[src/design/hmtp_pkg.sv]
// ----------------------------------------------------------------------------
// hmtp_pkg
// shared types and constants of the text height map parser
// ----------------------------------------------------------------------------
package hmtp_pkg;

    typedef enum logic [6:0] {
        PH_BETWEEN = 7'b0000001,
        PH_NUMBER  = 7'b0000010,
        PH_COMMA   = 7'b0000100,
        PH_ZERO    = 7'b0001000,
        PH_HEX     = 7'b0010000,
        PH_TRAIL   = 7'b0100000,
        PH_DONE    = 7'b1000000
    } t_phase;

    typedef logic [7:0] t_color [4];

    typedef struct packed {
        logic signed [31:0] height;
        logic [7:0]         red;
        logic [7:0]         green;
        logic [7:0]         blue;
        logic [7:0]         alpha;
        logic               malformed;
        logic               last_cell;
    } t_cell;

    localparam logic [7:0] DEF_RED   = 8'd255;
    localparam logic [7:0] DEF_GREEN = 8'd140;
    localparam logic [7:0] DEF_BLUE  = 8'd0;
    localparam logic [7:0] DEF_ALPHA = 8'd255;

    localparam logic [7:0] CH_SPACE = 8'h20;
    localparam logic [7:0] CH_TAB   = 8'h09;
    localparam logic [7:0] CH_CR    = 8'h0d;
    localparam logic [7:0] CH_COMMA = 8'h2c;
    localparam logic [7:0] CH_MINUS = 8'h2d;
    localparam logic [7:0] CH_ZERO  = 8'h30;
    localparam logic [7:0] CH_NINE  = 8'h39;
    localparam logic [7:0] CH_X     = 8'h78;
    localparam logic [7:0] CH_LO_A  = 8'h61;
    localparam logic [7:0] CH_LO_F  = 8'h66;
    localparam logic [7:0] CH_UP_A  = 8'h41;
    localparam logic [7:0] CH_UP_F  = 8'h46;

    localparam logic [31:0] SAT_MAG = 32'h8000_0000;
    localparam logic [31:0] POS_MAX = 32'h7fff_ffff;

    localparam logic [2:0] NUM_CHANNELS = 3'd4;

endpackage

[src/design/hmtp_cfg.sv]
// ----------------------------------------------------------------------------
// hmtp_cfg
// apb register port holding the expected cell count
// ----------------------------------------------------------------------------
module hmtp_cfg #(
    parameter int COUNT_BITS = 24
) (
    input  logic                  i_clk,
    input  logic                  i_rst_n,
    input  logic                  psel,
    input  logic                  penable,
    input  logic                  pwrite,
    input  logic [2:0]            paddr,
    input  logic [31:0]           pwdata,
    output logic [31:0]           prdata,
    output logic                  pready,
    output logic [COUNT_BITS-1:0] o_cell_count
);

    logic [COUNT_BITS-1:0] r_cell_count;
    logic                  wr_en;

    assign pready = 1'b1;
    assign wr_en  = psel && penable && pwrite && !paddr[2];

    always_ff @(posedge i_clk) begin
        if (!i_rst_n) begin
            r_cell_count <= COUNT_BITS'(1);
        end else if (wr_en) begin
            r_cell_count <= pwdata[COUNT_BITS-1:0];
        end
    end

    assign prdata       = paddr[2] ? 32'd0 : 32'(r_cell_count);
    assign o_cell_count = r_cell_count;

endmodule

[src/design/hmtp_core.sv]
// ----------------------------------------------------------------------------
// hmtp_core
// per-byte parser state and the combinational step that closes cells
// ----------------------------------------------------------------------------
module hmtp_core #(
    parameter int MAX_NUMBER_CHARS = 11,
    parameter int COUNT_BITS       = 24
) (
    input  logic                  i_clk,
    input  logic                  i_rst_n,
    input  logic                  i_step,
    input  logic [7:0]            i_text_byte,
    input  logic                  i_end_of_text,
    input  logic [COUNT_BITS-1:0] i_cell_count,
    output logic                  o_emit,
    output hmtp_pkg::t_cell       o_cell
);

    localparam int CHARS_W = $clog2(MAX_NUMBER_CHARS + 1);
    localparam logic [CHARS_W-1:0] CHARS_MAX = CHARS_W'(MAX_NUMBER_CHARS);

    hmtp_pkg::t_phase      r_phase,  f_phase,  n_phase;
    logic                  r_neg,    f_neg,    n_neg;
    logic [31:0]           r_acc,    f_acc,    n_acc;
    logic [CHARS_W-1:0]    r_chars,  f_chars,  n_chars;
    logic [2:0]            r_chan,   f_chan,   n_chan;
    logic [4:0]            r_nib,    f_nib,    n_nib;
    hmtp_pkg::t_color      r_color,  f_color,  n_color;
    logic                  r_err,    f_err,    n_err;
    logic [COUNT_BITS-1:0] r_done,   n_done;

    logic                  is_ws, is_dig, is_hex, go, close;
    logic [3:0]            hex_val;
    logic [34:0]           acc_mul;
    logic [31:0]           mag;
    logic [COUNT_BITS:0]   target, done_inc;
    logic                  reached, emit_err;

    // character classes
    always_comb begin
        is_ws  = (i_text_byte == hmtp_pkg::CH_SPACE) ||
                 (i_text_byte >= hmtp_pkg::CH_TAB && i_text_byte <= hmtp_pkg::CH_CR);
        is_dig = i_text_byte >= hmtp_pkg::CH_ZERO && i_text_byte <= hmtp_pkg::CH_NINE;
        is_hex = 1'b1;
        hex_val = 4'd0;
        if (is_dig) begin
            hex_val = 4'(i_text_byte - hmtp_pkg::CH_ZERO);
        end else if (i_text_byte >= hmtp_pkg::CH_LO_A && i_text_byte <= hmtp_pkg::CH_LO_F) begin
            hex_val = 4'(i_text_byte - hmtp_pkg::CH_LO_A + 8'd10);
        end else if (i_text_byte >= hmtp_pkg::CH_UP_A && i_text_byte <= hmtp_pkg::CH_UP_F) begin
            hex_val = 4'(i_text_byte - hmtp_pkg::CH_UP_A + 8'd10);
        end else begin
            is_hex = 1'b0;
        end
        acc_mul = {r_acc, 3'b000} + {2'b00, r_acc, 1'b0} + 35'(hex_val);
    end

    // byte feed
    always_comb begin
        f_phase = r_phase;
        f_neg   = r_neg;
        f_acc   = r_acc;
        f_chars = r_chars;
        f_chan  = r_chan;
        f_nib   = r_nib;
        f_color = r_color;
        f_err   = r_err;
        close   = 1'b0;
        go      = 1'b0;
        unique case (r_phase)
            hmtp_pkg::PH_DONE: go = 1'b0;
            hmtp_pkg::PH_BETWEEN: begin
                if (is_ws) begin
                    go = 1'b0;
                end else if (i_text_byte == hmtp_pkg::CH_COMMA) begin
                    f_phase = hmtp_pkg::PH_COMMA;
                end else if (is_dig || i_text_byte == hmtp_pkg::CH_MINUS) begin
                    f_phase = hmtp_pkg::PH_NUMBER;
                    go      = 1'b1;
                end else begin
                    f_err   = 1'b1;
                    f_phase = hmtp_pkg::PH_TRAIL;
                end
            end
            default: go = 1'b1;
        endcase

        if (go) begin
            if (is_ws) begin
                close = 1'b1;
            end else begin
                unique case (f_phase)
                    hmtp_pkg::PH_NUMBER: begin
                        if (is_dig) begin
                            if (r_chars < CHARS_MAX) begin
                                f_chars = r_chars + CHARS_W'(1);
                                if (r_acc < hmtp_pkg::SAT_MAG) begin
                                    f_acc = (acc_mul > 35'(hmtp_pkg::SAT_MAG)) ?
                                            hmtp_pkg::SAT_MAG : acc_mul[31:0];
                                end
                            end
                        end else if (i_text_byte == hmtp_pkg::CH_MINUS) begin
                            if (r_chars == '0) begin
                                f_neg   = 1'b1;
                                f_chars = CHARS_W'(1);
                            end else begin
                                f_err   = 1'b1;
                                f_chars = CHARS_MAX;
                            end
                        end else if (i_text_byte == hmtp_pkg::CH_COMMA) begin
                            f_phase = hmtp_pkg::PH_COMMA;
                        end else begin
                            f_err   = 1'b1;
                            f_phase = hmtp_pkg::PH_TRAIL;
                        end
                    end
                    hmtp_pkg::PH_COMMA: begin
                        if (i_text_byte == hmtp_pkg::CH_ZERO) begin
                            f_phase = hmtp_pkg::PH_ZERO;
                        end else begin
                            f_err   = 1'b1;
                            f_phase = hmtp_pkg::PH_TRAIL;
                        end
                    end
                    hmtp_pkg::PH_ZERO: begin
                        if (i_text_byte == hmtp_pkg::CH_X) begin
                            f_phase = hmtp_pkg::PH_HEX;
                        end else begin
                            f_err   = 1'b1;
                            f_phase = hmtp_pkg::PH_TRAIL;
                        end
                    end
                    hmtp_pkg::PH_HEX: begin
                        if (is_hex) begin
                            if (r_chan >= hmtp_pkg::NUM_CHANNELS) begin
                                f_err = 1'b1;
                            end else if (r_nib[4]) begin
                                f_color[r_chan[1:0]] = {r_nib[3:0], hex_val};
                                f_chan = r_chan + 3'd1;
                                f_nib  = 5'd0;
                            end else begin
                                f_nib = {1'b1, hex_val};
                            end
                        end else begin
                            f_err   = 1'b1;
                            f_phase = hmtp_pkg::PH_TRAIL;
                        end
                    end
                    default: close = 1'b0;
                endcase
            end
        end
    end

    // cell close and end of text
    always_comb begin
        o_emit = close || (i_end_of_text && f_phase != hmtp_pkg::PH_BETWEEN &&
                           f_phase != hmtp_pkg::PH_DONE);
        emit_err = f_err || f_phase == hmtp_pkg::PH_COMMA || f_phase == hmtp_pkg::PH_ZERO ||
                   (f_phase == hmtp_pkg::PH_HEX && f_nib[4]);
        mag      = (f_acc > hmtp_pkg::SAT_MAG) ? hmtp_pkg::SAT_MAG : f_acc;
        target   = (i_cell_count == '0) ? {1'b1, {COUNT_BITS{1'b0}}} : {1'b0, i_cell_count};
        done_inc = {1'b0, r_done} + (COUNT_BITS+1)'(1);
        reached  = done_inc >= target;

        o_cell.height    = f_neg ? (32'd0 - mag) :
                           ((mag > hmtp_pkg::POS_MAX) ? hmtp_pkg::POS_MAX : mag);
        o_cell.red       = f_color[0];
        o_cell.green     = f_color[1];
        o_cell.blue      = f_color[2];
        o_cell.alpha     = f_color[3];
        o_cell.malformed = emit_err;
        o_cell.last_cell = i_end_of_text || reached;

        n_phase = f_phase;
        n_neg   = f_neg;
        n_acc   = f_acc;
        n_chars = f_chars;
        n_chan  = f_chan;
        n_nib   = f_nib;
        n_color = f_color;
        n_err   = f_err;
        n_done  = r_done;
        if (o_emit || i_end_of_text) begin
            n_neg   = 1'b0;
            n_acc   = 32'd0;
            n_chars = '0;
            n_chan  = 3'd0;
            n_nib   = 5'd0;
            n_color = '{hmtp_pkg::DEF_RED, hmtp_pkg::DEF_GREEN,
                        hmtp_pkg::DEF_BLUE, hmtp_pkg::DEF_ALPHA};
            n_err   = 1'b0;
        end
        if (o_emit) begin
            n_done  = done_inc[COUNT_BITS-1:0];
            n_phase = reached ? hmtp_pkg::PH_DONE : hmtp_pkg::PH_BETWEEN;
        end
        if (i_end_of_text) begin
            n_phase = hmtp_pkg::PH_BETWEEN;
            n_done  = '0;
        end
    end

    always_ff @(posedge i_clk) begin
        if (!i_rst_n) begin
            r_phase <= hmtp_pkg::PH_BETWEEN;
            r_neg   <= 1'b0;
            r_acc   <= 32'd0;
            r_chars <= '0;
            r_chan  <= 3'd0;
            r_nib   <= 5'd0;
            r_color <= '{hmtp_pkg::DEF_RED, hmtp_pkg::DEF_GREEN,
                         hmtp_pkg::DEF_BLUE, hmtp_pkg::DEF_ALPHA};
            r_err   <= 1'b0;
            r_done  <= '0;
        end else if (i_step) begin
            r_phase <= n_phase;
            r_neg   <= n_neg;
            r_acc   <= n_acc;
            r_chars <= n_chars;
            r_chan  <= n_chan;
            r_nib   <= n_nib;
            r_color <= n_color;
            r_err   <= n_err;
            r_done  <= n_done;
        end
    end

endmodule

[src/design/height_map_text_parser.sv]
// ----------------------------------------------------------------------------
// height_map_text_parser
// streaming parser of a whitespace separated height map with hex colors
// ----------------------------------------------------------------------------
// Takes one text byte per cycle while the output side is ready and gives
// one cell item per closed cell. A byte passes the input register and one
// parse step into the result register, so a cell item is registered from
// the byte that closes it; with the output side ready the block sustains one
// byte every cycle, set by the parse step that updates the cell state. The
// cell_count register sits at byte address 0; the user must write it only
// while the block is idle, and the block itself does not enforce this.
module height_map_text_parser #(
    parameter int MAX_NUMBER_CHARS = 11,
    parameter int COUNT_BITS       = 24
) (
    input  logic               i_clk,
    input  logic               i_rst_n,
    input  logic               psel,
    input  logic               penable,
    input  logic               pwrite,
    input  logic [2:0]         paddr,
    input  logic [31:0]        pwdata,
    output logic [31:0]        prdata,
    output logic               pready,
    input  logic               i_in_valid,
    output logic               o_in_ready,
    input  logic [7:0]         i_text_byte,
    input  logic               i_end_of_text,
    output logic               o_out_valid,
    input  logic               i_out_ready,
    output logic signed [31:0] o_height,
    output logic [7:0]         o_red,
    output logic [7:0]         o_green,
    output logic [7:0]         o_blue,
    output logic [7:0]         o_alpha,
    output logic               o_malformed,
    output logic               o_last_cell
);

    logic [COUNT_BITS-1:0] cell_count;
    logic                  r_in_valid;
    logic [7:0]            r_text_byte;
    logic                  r_end;
    logic                  advance;
    logic                  emit;
    hmtp_pkg::t_cell       next_cell;
    logic                  r_out_valid;
    hmtp_pkg::t_cell       r_cell;

    hmtp_cfg #(
        .COUNT_BITS (COUNT_BITS)
    ) u_cfg (
        .i_clk        (i_clk),
        .i_rst_n      (i_rst_n),
        .psel         (psel),
        .penable      (penable),
        .pwrite       (pwrite),
        .paddr        (paddr),
        .pwdata       (pwdata),
        .prdata       (prdata),
        .pready       (pready),
        .o_cell_count (cell_count)
    );

    assign advance    = r_in_valid && (!r_out_valid || i_out_ready);
    assign o_in_ready = !r_in_valid || advance;

    always_ff @(posedge i_clk) begin
        if (!i_rst_n) begin
            r_in_valid <= 1'b0;
        end else if (o_in_ready) begin
            r_in_valid <= i_in_valid;
        end
    end

    always_ff @(posedge i_clk) begin
        if (i_in_valid && o_in_ready) begin
            r_text_byte <= i_text_byte;
            r_end       <= i_end_of_text;
        end
    end

    hmtp_core #(
        .MAX_NUMBER_CHARS (MAX_NUMBER_CHARS),
        .COUNT_BITS       (COUNT_BITS)
    ) u_core (
        .i_clk         (i_clk),
        .i_rst_n       (i_rst_n),
        .i_step        (advance),
        .i_text_byte   (r_text_byte),
        .i_end_of_text (r_end),
        .i_cell_count  (cell_count),
        .o_emit        (emit),
        .o_cell        (next_cell)
    );

    always_ff @(posedge i_clk) begin
        if (!i_rst_n) begin
            r_out_valid <= 1'b0;
        end else if (advance) begin
            r_out_valid <= emit;
        end else if (i_out_ready) begin
            r_out_valid <= 1'b0;
        end
    end

    always_ff @(posedge i_clk) begin
        if (advance && emit) begin
            r_cell <= next_cell;
        end
    end

    assign o_out_valid = r_out_valid;
    assign o_height    = r_cell.height;
    assign o_red       = r_cell.red;
    assign o_green     = r_cell.green;
    assign o_blue      = r_cell.blue;
    assign o_alpha     = r_cell.alpha;
    assign o_malformed = r_cell.malformed;
    assign o_last_cell = r_cell.last_cell;

endmodule
[config.mk]
export PLATFORM = sky130hd
export DESIGN_NAME = height_map_text_parser
export DESIGN_NICKNAME = d
export VERILOG_FILES = /design/src/design/hmtp_pkg.sv /design/src/design/hmtp_cfg.sv /design/src/design/hmtp_core.sv /design/src/design/height_map_text_parser.sv
export SDC_FILE = /design/constraint.sdc
export NUM_CORES = 1
export LEC_CHECK = 0
export BUFFER_PORTS_ARGS = -buffer_cell sky130_fd_sc_hd__buf_4
export CORE_UTILIZATION = 60
export DETAILED_ROUTE_END_ITERATION = 12
export PLACE_DENSITY = 0.93
export SETUP_SLACK_MARGIN = 0.15
export SLEW_MARGIN = 20
export SYNTH_ARGS = -nofsm -noshare
export SYNTH_HDL_FRONTEND = slang
export SYNTH_HIERARCHICAL = 1
export SYNTH_SLANG_ARGS = --single-unit
[constraint.sdc]
create_clock -name i_clk -period 8.71 [get_ports i_clk]
set_input_delay 0.871 -clock i_clk [delete_from_list [all_inputs] [get_ports i_clk]]
set_output_delay 0.871 -clock i_clk [all_outputs]
set_load 0.05 [all_outputs]
### Yosys cells after proc, flatten, opt, wreduce, memory -nomap -nowiden

Index checks and enable logic that the tools add are counted.

* input bits: 51
* output and inout port bits: 101
* register bits: 210

* order comparisons: 17
* bitwise operators: 1
* equality and inequality tests: 19
* reductions and logical operators: 41
* add/sub/neg operators: 11
* multiplexer cells: 100

Operators by type and width (number)
* 32-bit 2-to-1 mux: 18
* 7-bit 2-to-1 mux: 11
* 24-bit 2-to-1 mux: 3
* 4-bit 2-to-1 mux: 11
* 35-bit by 33-bit adder with 35-bit output: 1
* 35-bit by 4-bit adder with 35-bit output: 1
* 35-bit by 32-bit greater-than comparator with 1-bit output, second input constant: 1
* 5-bit 2-to-1 mux: 7
* 32-bit bitwise mux: 1
* 8-bit by 6-bit == test with 1-bit output, second input constant: 4
* 32-bit by 31-bit greater-than comparator with 1-bit output, second input constant: 1
* 32-bit greater-than comparator, second input constant: 1
* 32-bit less-than comparator, second input constant: 1
* 1-bit 2-to-1 mux: 32
* 1-bit by 32-bit subtractor with 32-bit output, first input constant: 1
* 7-bit case mux with 4 select lines: 1
* 24-bit by 1-bit adder with 25-bit output, second input constant: 1
* 25-bit >= comparator: 1
* 25-bit 2-to-1 mux: 1
* 24-bit zero test: 1
* 6-bit 2-to-1 mux: 4
* 3-bit 2-to-1 mux: 7
* 8-bit demux with 2-bit select: 1
* 8-bit by 7-bit >= comparator with 1-bit output, second input constant: 2
* 36 further kinds: 76

### Depth between registers and ports, before layout

* depth after elaboration: 19
* mapped depth: 34

### Cells and area by module

Netlist, hierarchy kept.

By module, submodules not included
* hmtp_core: instances 1, sequential area each 2182.1 µm², area each 10975.5 µm², cells an instance 1483
* height_map_text_parser: instances 1, sequential area each 2292.2 µm², area each 2364.8 µm², cells an instance 88
* hmtp_cfg: instances 1, sequential area each 480.5 µm², area each 1229.9 µm², cells an instance 142

### Worst setup path after synthesis

Ideal clock, no wire load.

* kind: reg-to-reg
* start: register r_text_byte[1]
* end: register r_cell, in the netlist o_height[26] (data pin)
* buffers on the path: 2
* clock period less this slack: 7.393 ns
* stages on the path, launching flop included: 35
* arrival: 7.131 ns
* slack: 1.317 ns
* library setup time: 0.262 ns
* path through: edfxtp_1 inv_1 ha_1 o21bai_1 a211o_1 nand2_1 xor2_1 nor2_1 ha_1 ha_1 fa_1 a21o_1 a221oi_2 o2111a_1 nand2_1 a221oi_2 xor2_1 nand2_1 o41a_1 or3_1 nand4b_1 or2_1 buf_6 o21ai_4 buf_2 nand2_1 ha_1 inv_1 a211oi_2 o311ai_1 nor2_2 inv_2 or3_1 a211oi_1 nor3_2

RTL lines
* start: declaration: line height_map_text_parser.sv:42 `logic [7:0] r_text_byte;`
* start signal: assignment: line height_map_text_parser.sv:78 `r_text_byte <= i_text_byte;`
* end signal: assignment: line height_map_text_parser.sv:109 `r_cell <= next_cell;`
* end: declaration: line height_map_text_parser.sv:48 `hmtp_pkg::t_cell r_cell;`

==> impl_results.md <==
* Outcome: finished, final reports clean
* Prevailing post-synth register cell: dfxtp_1
* CTS clk-pin slew, worst paths at 0.07 ns
* Total track usage at 0.341
* Comb pwr share at 0.090
* Die Height at 158 um
* Hold WC Path Type: reg -> reg
* DR pass1 iterations at 6
* CP Launch Point: r_text_byte[1]
* Ant diodes at 0
* Final Hold Viols at 0
* Root buf cell: clkbuf_16
* I/O pin count at 152
* Post-synthesis sequential area ratio at 0.340
* First-pass GRT wire length at 67.2 mm
* Largest fanout on the critical path at 8
* Routability cong. at 0.973
* CP arrival at 8.46 ns
* Hold Path Depth at 2
* Skew-Pair Late Insertion Delay at 0.52 ns
* Fin crit period at 8.20 ns
* Via count at 14000
* Vias per cell at 6.55
* Initial antenna violation count at 0
* Worst path required time at 8.98 ns
* Slew margin rel. at 0.310
* RSZ-0062 raised after global routing: no
* Mapped Area at 14600 um^2
* Synth Instances at 1713
* Clock power share at 0.446
* Final Slew Violations at 0
* Yosys warnings at 6
* # DRC at 0
* Post-CTS Hold Buffers at 0
* Net load switching power at 559 uW
* Beginning of the worst register-to-register path: r_text_byte[1]
* Clk sinks at 210
* Die width at 158 um
* Post_cts resized at 0
* Area leader, netlist: dfxtp_1
* Standard-cell rows at 56
* CTS HTree Levels at 1
* R2R Setup Slk at 0.51 ns
* Skew final at 0.0219 ns
* Int Pwr at 1.70 mW
* Post-CTS Setup Inserts at 0
* Final Cycle Share at 0.941
* DRT Wirelength at 42.7 mm
* IO Port Bufs at 132
* Final HPWL DP at 29.7 mm
* Pin count of the biggest net entering global routing at 112
* Maximum Capacitance Violations at 0
* Worst path slowest cell: fa_1
* Vias in the first global route at 13400
* Core area at 23600 um^2
* Max VDD drop at 162 uV
* EDFF count, synth at 75
* Leak at 6.86 nW
* Share of the synthesized area in the top cell type at 0.185
* Setup tns final at 0 ns
* Hold Path Sink: u_core/r_color[4]
* Worst path max stage delay at 0.48 ns
* Switching Fraction at 0.247
* Final ANT Viol Nets at 0
* # setup viols final at 0
* Share of cells above drive strength 1 at 0.154
* Dpl cell area at 15700 um^2
* Startpoint class of the critical path: register
* WL per Instance at 19.9 um
* Clock tree from TritonCTS: yes
* Synth Register Bits at 210
* Deepest clock path buffer count at 3
* Fmax at 122 MHz
* Netlist cell types at 107
* Total grt overflow at 0
* Flop pwr share at 0.464
* Post-route cell area at 16500 um^2
* Critical Path Sink Type: register
* HP Start: u_core/r_color[4]
* Layout area overhead at 13.3%
* CTS Buf Count at 22
* Critical path type: reg -> reg
* Worst reg2reg path depth at 32
* Async SR Flop Fraction at 0
* Worst reg2reg path endpoint: o_height[26]
* Initial Util at 0.617
* Nets@finish at 1956
* Area contributors post-synth: dfxtp_1 19%, edfxtp_1 15%, ha_1 8.7%
* Power per cell area at 137 nW/um^2
* DRT iter0 DRCs at 1439
* Slew @ Worst Pin at 1.04 ns
* Die area at 24900 um^2
* Syn Area/Cell at 8.51 um^2
==> sequential cells by signal (all words and copies together) (netlist names) <==
name / cells
o_last_cell: 1
u_core/r_err: 1
o_red: 8
o_height: 32
r_in_valid: 1
u_core/r_chars: 4
u_core/r_neg: 1
u_core/r_done: 24
r_text_byte: 8
o_green: 8
o_alpha: 8
u_core/r_acc: 32
o_malformed: 1
r_end: 1
u_core/r_chan: 3
u_core/r_nib: 5
u_core/r_color: 32
u_cfg/o_cell_count: 24
o_blue: 8
u_core/r_phase: 7
o_out_valid: 1
==> power by group through the flow <==
stage	sequential (mW)	clock, mW	combinational [mW]
final	1.05	1.01	0.204
after global placement	1.07	0	0.191
after global routing	1.05	1.05	0.218
after detailed placement	1.07	0	0.197
after CTS	1.05	1.01	0.200
after floorplan	1.10	0	0.110
==> synth_stat cells (27+ instances only) <==
| cell | instances |
|---|---|
| nand2_1 | 215 |
| dfxtp_1 | 135 |
| nor2_1 | 131 |
| o21ai_0 | 122 |
| a21oi_1 | 102 |
| ha_1 | 101 |
| nor2b_1 | 81 |
| edfxtp_1 | 75 |
| clkbuf_1 | 61 |
| inv_1 | 48 |
| nand3_1 | 44 |
| a22oi_1 | 43 |
| nor3_1 | 39 |
| mux2i_1 | 33 |
| and2_1 | 29 |
| xor2_1 | 27 |
==> layout by cell type (no fill, tap or decap), drive strengths merged, types with 13 or more instances in the layout <==
| cell | count |
|---|---|
| and3 | 14 |
| a21o | 19 |
| nand4 | 27 |
| or3 | 13 |
| xor2 | 27 |
| dfxtp | 135 |
| xnor2 | 25 |
| mux2 | 25 |
| o21a | 17 |
| ha | 101 |
| buf | 157 |
| nand2 | 215 |
| a211oi | 21 |
| a22oi | 43 |
| a21oi | 104 |
| nor3 | 40 |
| a22o | 24 |
| nor2b | 82 |
| and2 | 29 |
| clkbuf | 25 |
| nor2 | 134 |
| nand2b | 18 |
| inv | 50 |
| o21ai | 135 |
| nor4 | 20 |
| edfxtp | 75 |
| nand3 | 45 |
| mux2i | 33 |
==> routing by layer <==
layer,GRT usage,wire length [um]
met5,0,0
met2,0.568,20000
met4,0.204,2630
met3,0.0632,3680
met1,0.408,16400
==> critical path: cells and delay by family, from the launching register on <==
family	cells	cell delay [ns]
AO/OA/AOI/OAI	11	3.13
AND/OR/NAND/NOR	11	2.05
adder cells (fa/ha/maj)	5	1.49
XOR/XNOR	2	0.55
flip-flops	1	0.45
buffers and inverters	3	0.30
==> worst max-delay path by stage <==
stage	end	slack (ns)	depth (start not counted)
after floorplan	o_height[26]	1.32	34
after global placement	o_height[26]	0.79	32
after detailed placement	o_height[26]	0.52	31
after CTS	o_height[26]	0.45	31
after global routing	o_height[26]	0.14	31
final	o_height[26]	0.51	32
==> layout make-up <==
type / instances / area, um^2
Fill cell: 1726 / 7100
Inverter: 49 / 184
Timing Repair Buffer: 157 / 1180
Tap cell: 319 / 399
Sequential cell: 210 / 4950
Multi-Input combinational cell: 1363 / 9030
Clock buffer: 25 / 583
Clock inverter: 15 / 180
==> through the flow <==
step / total power, mW / utilization / hold slack, ns / std cells / setup slack, ns
floorplan: 1.21 / - / 0.438 / 1720 / 1.32
global placement: 1.26 / 0.664 / 0.449 / 2098 / 0.793
detailed placement: 1.26 / 0.664 / 0.461 / 2098 / 0.517
CTS: 2.26 / 0.697 / 0.483 / 2138 / 0.447
global route: 2.32 / 0.699 / 0.512 / 2138 / 0.137
finish: 2.26 / 0.699 / 0.482 / 2138 / 0.514
==> cell families (layout without fill, tap and decap cells) <==
kind of cell             Yosys count  after routing  share of synthesized area
AO/OA/AOI/OAI                    465            465                      0.216
XOR/XNOR                          52             52                     0.0325
adder cells (fa/ha/maj)          102            102                     0.0881
buffers and inverters            147            246                     0.0471
flip-flops                       210            210                      0.340
multiplexers                      58             58                     0.0420
other                              2              9                   0.000515
AND/OR/NAND/NOR                  677            677                      0.234
(Power assumes the default switching activity.)
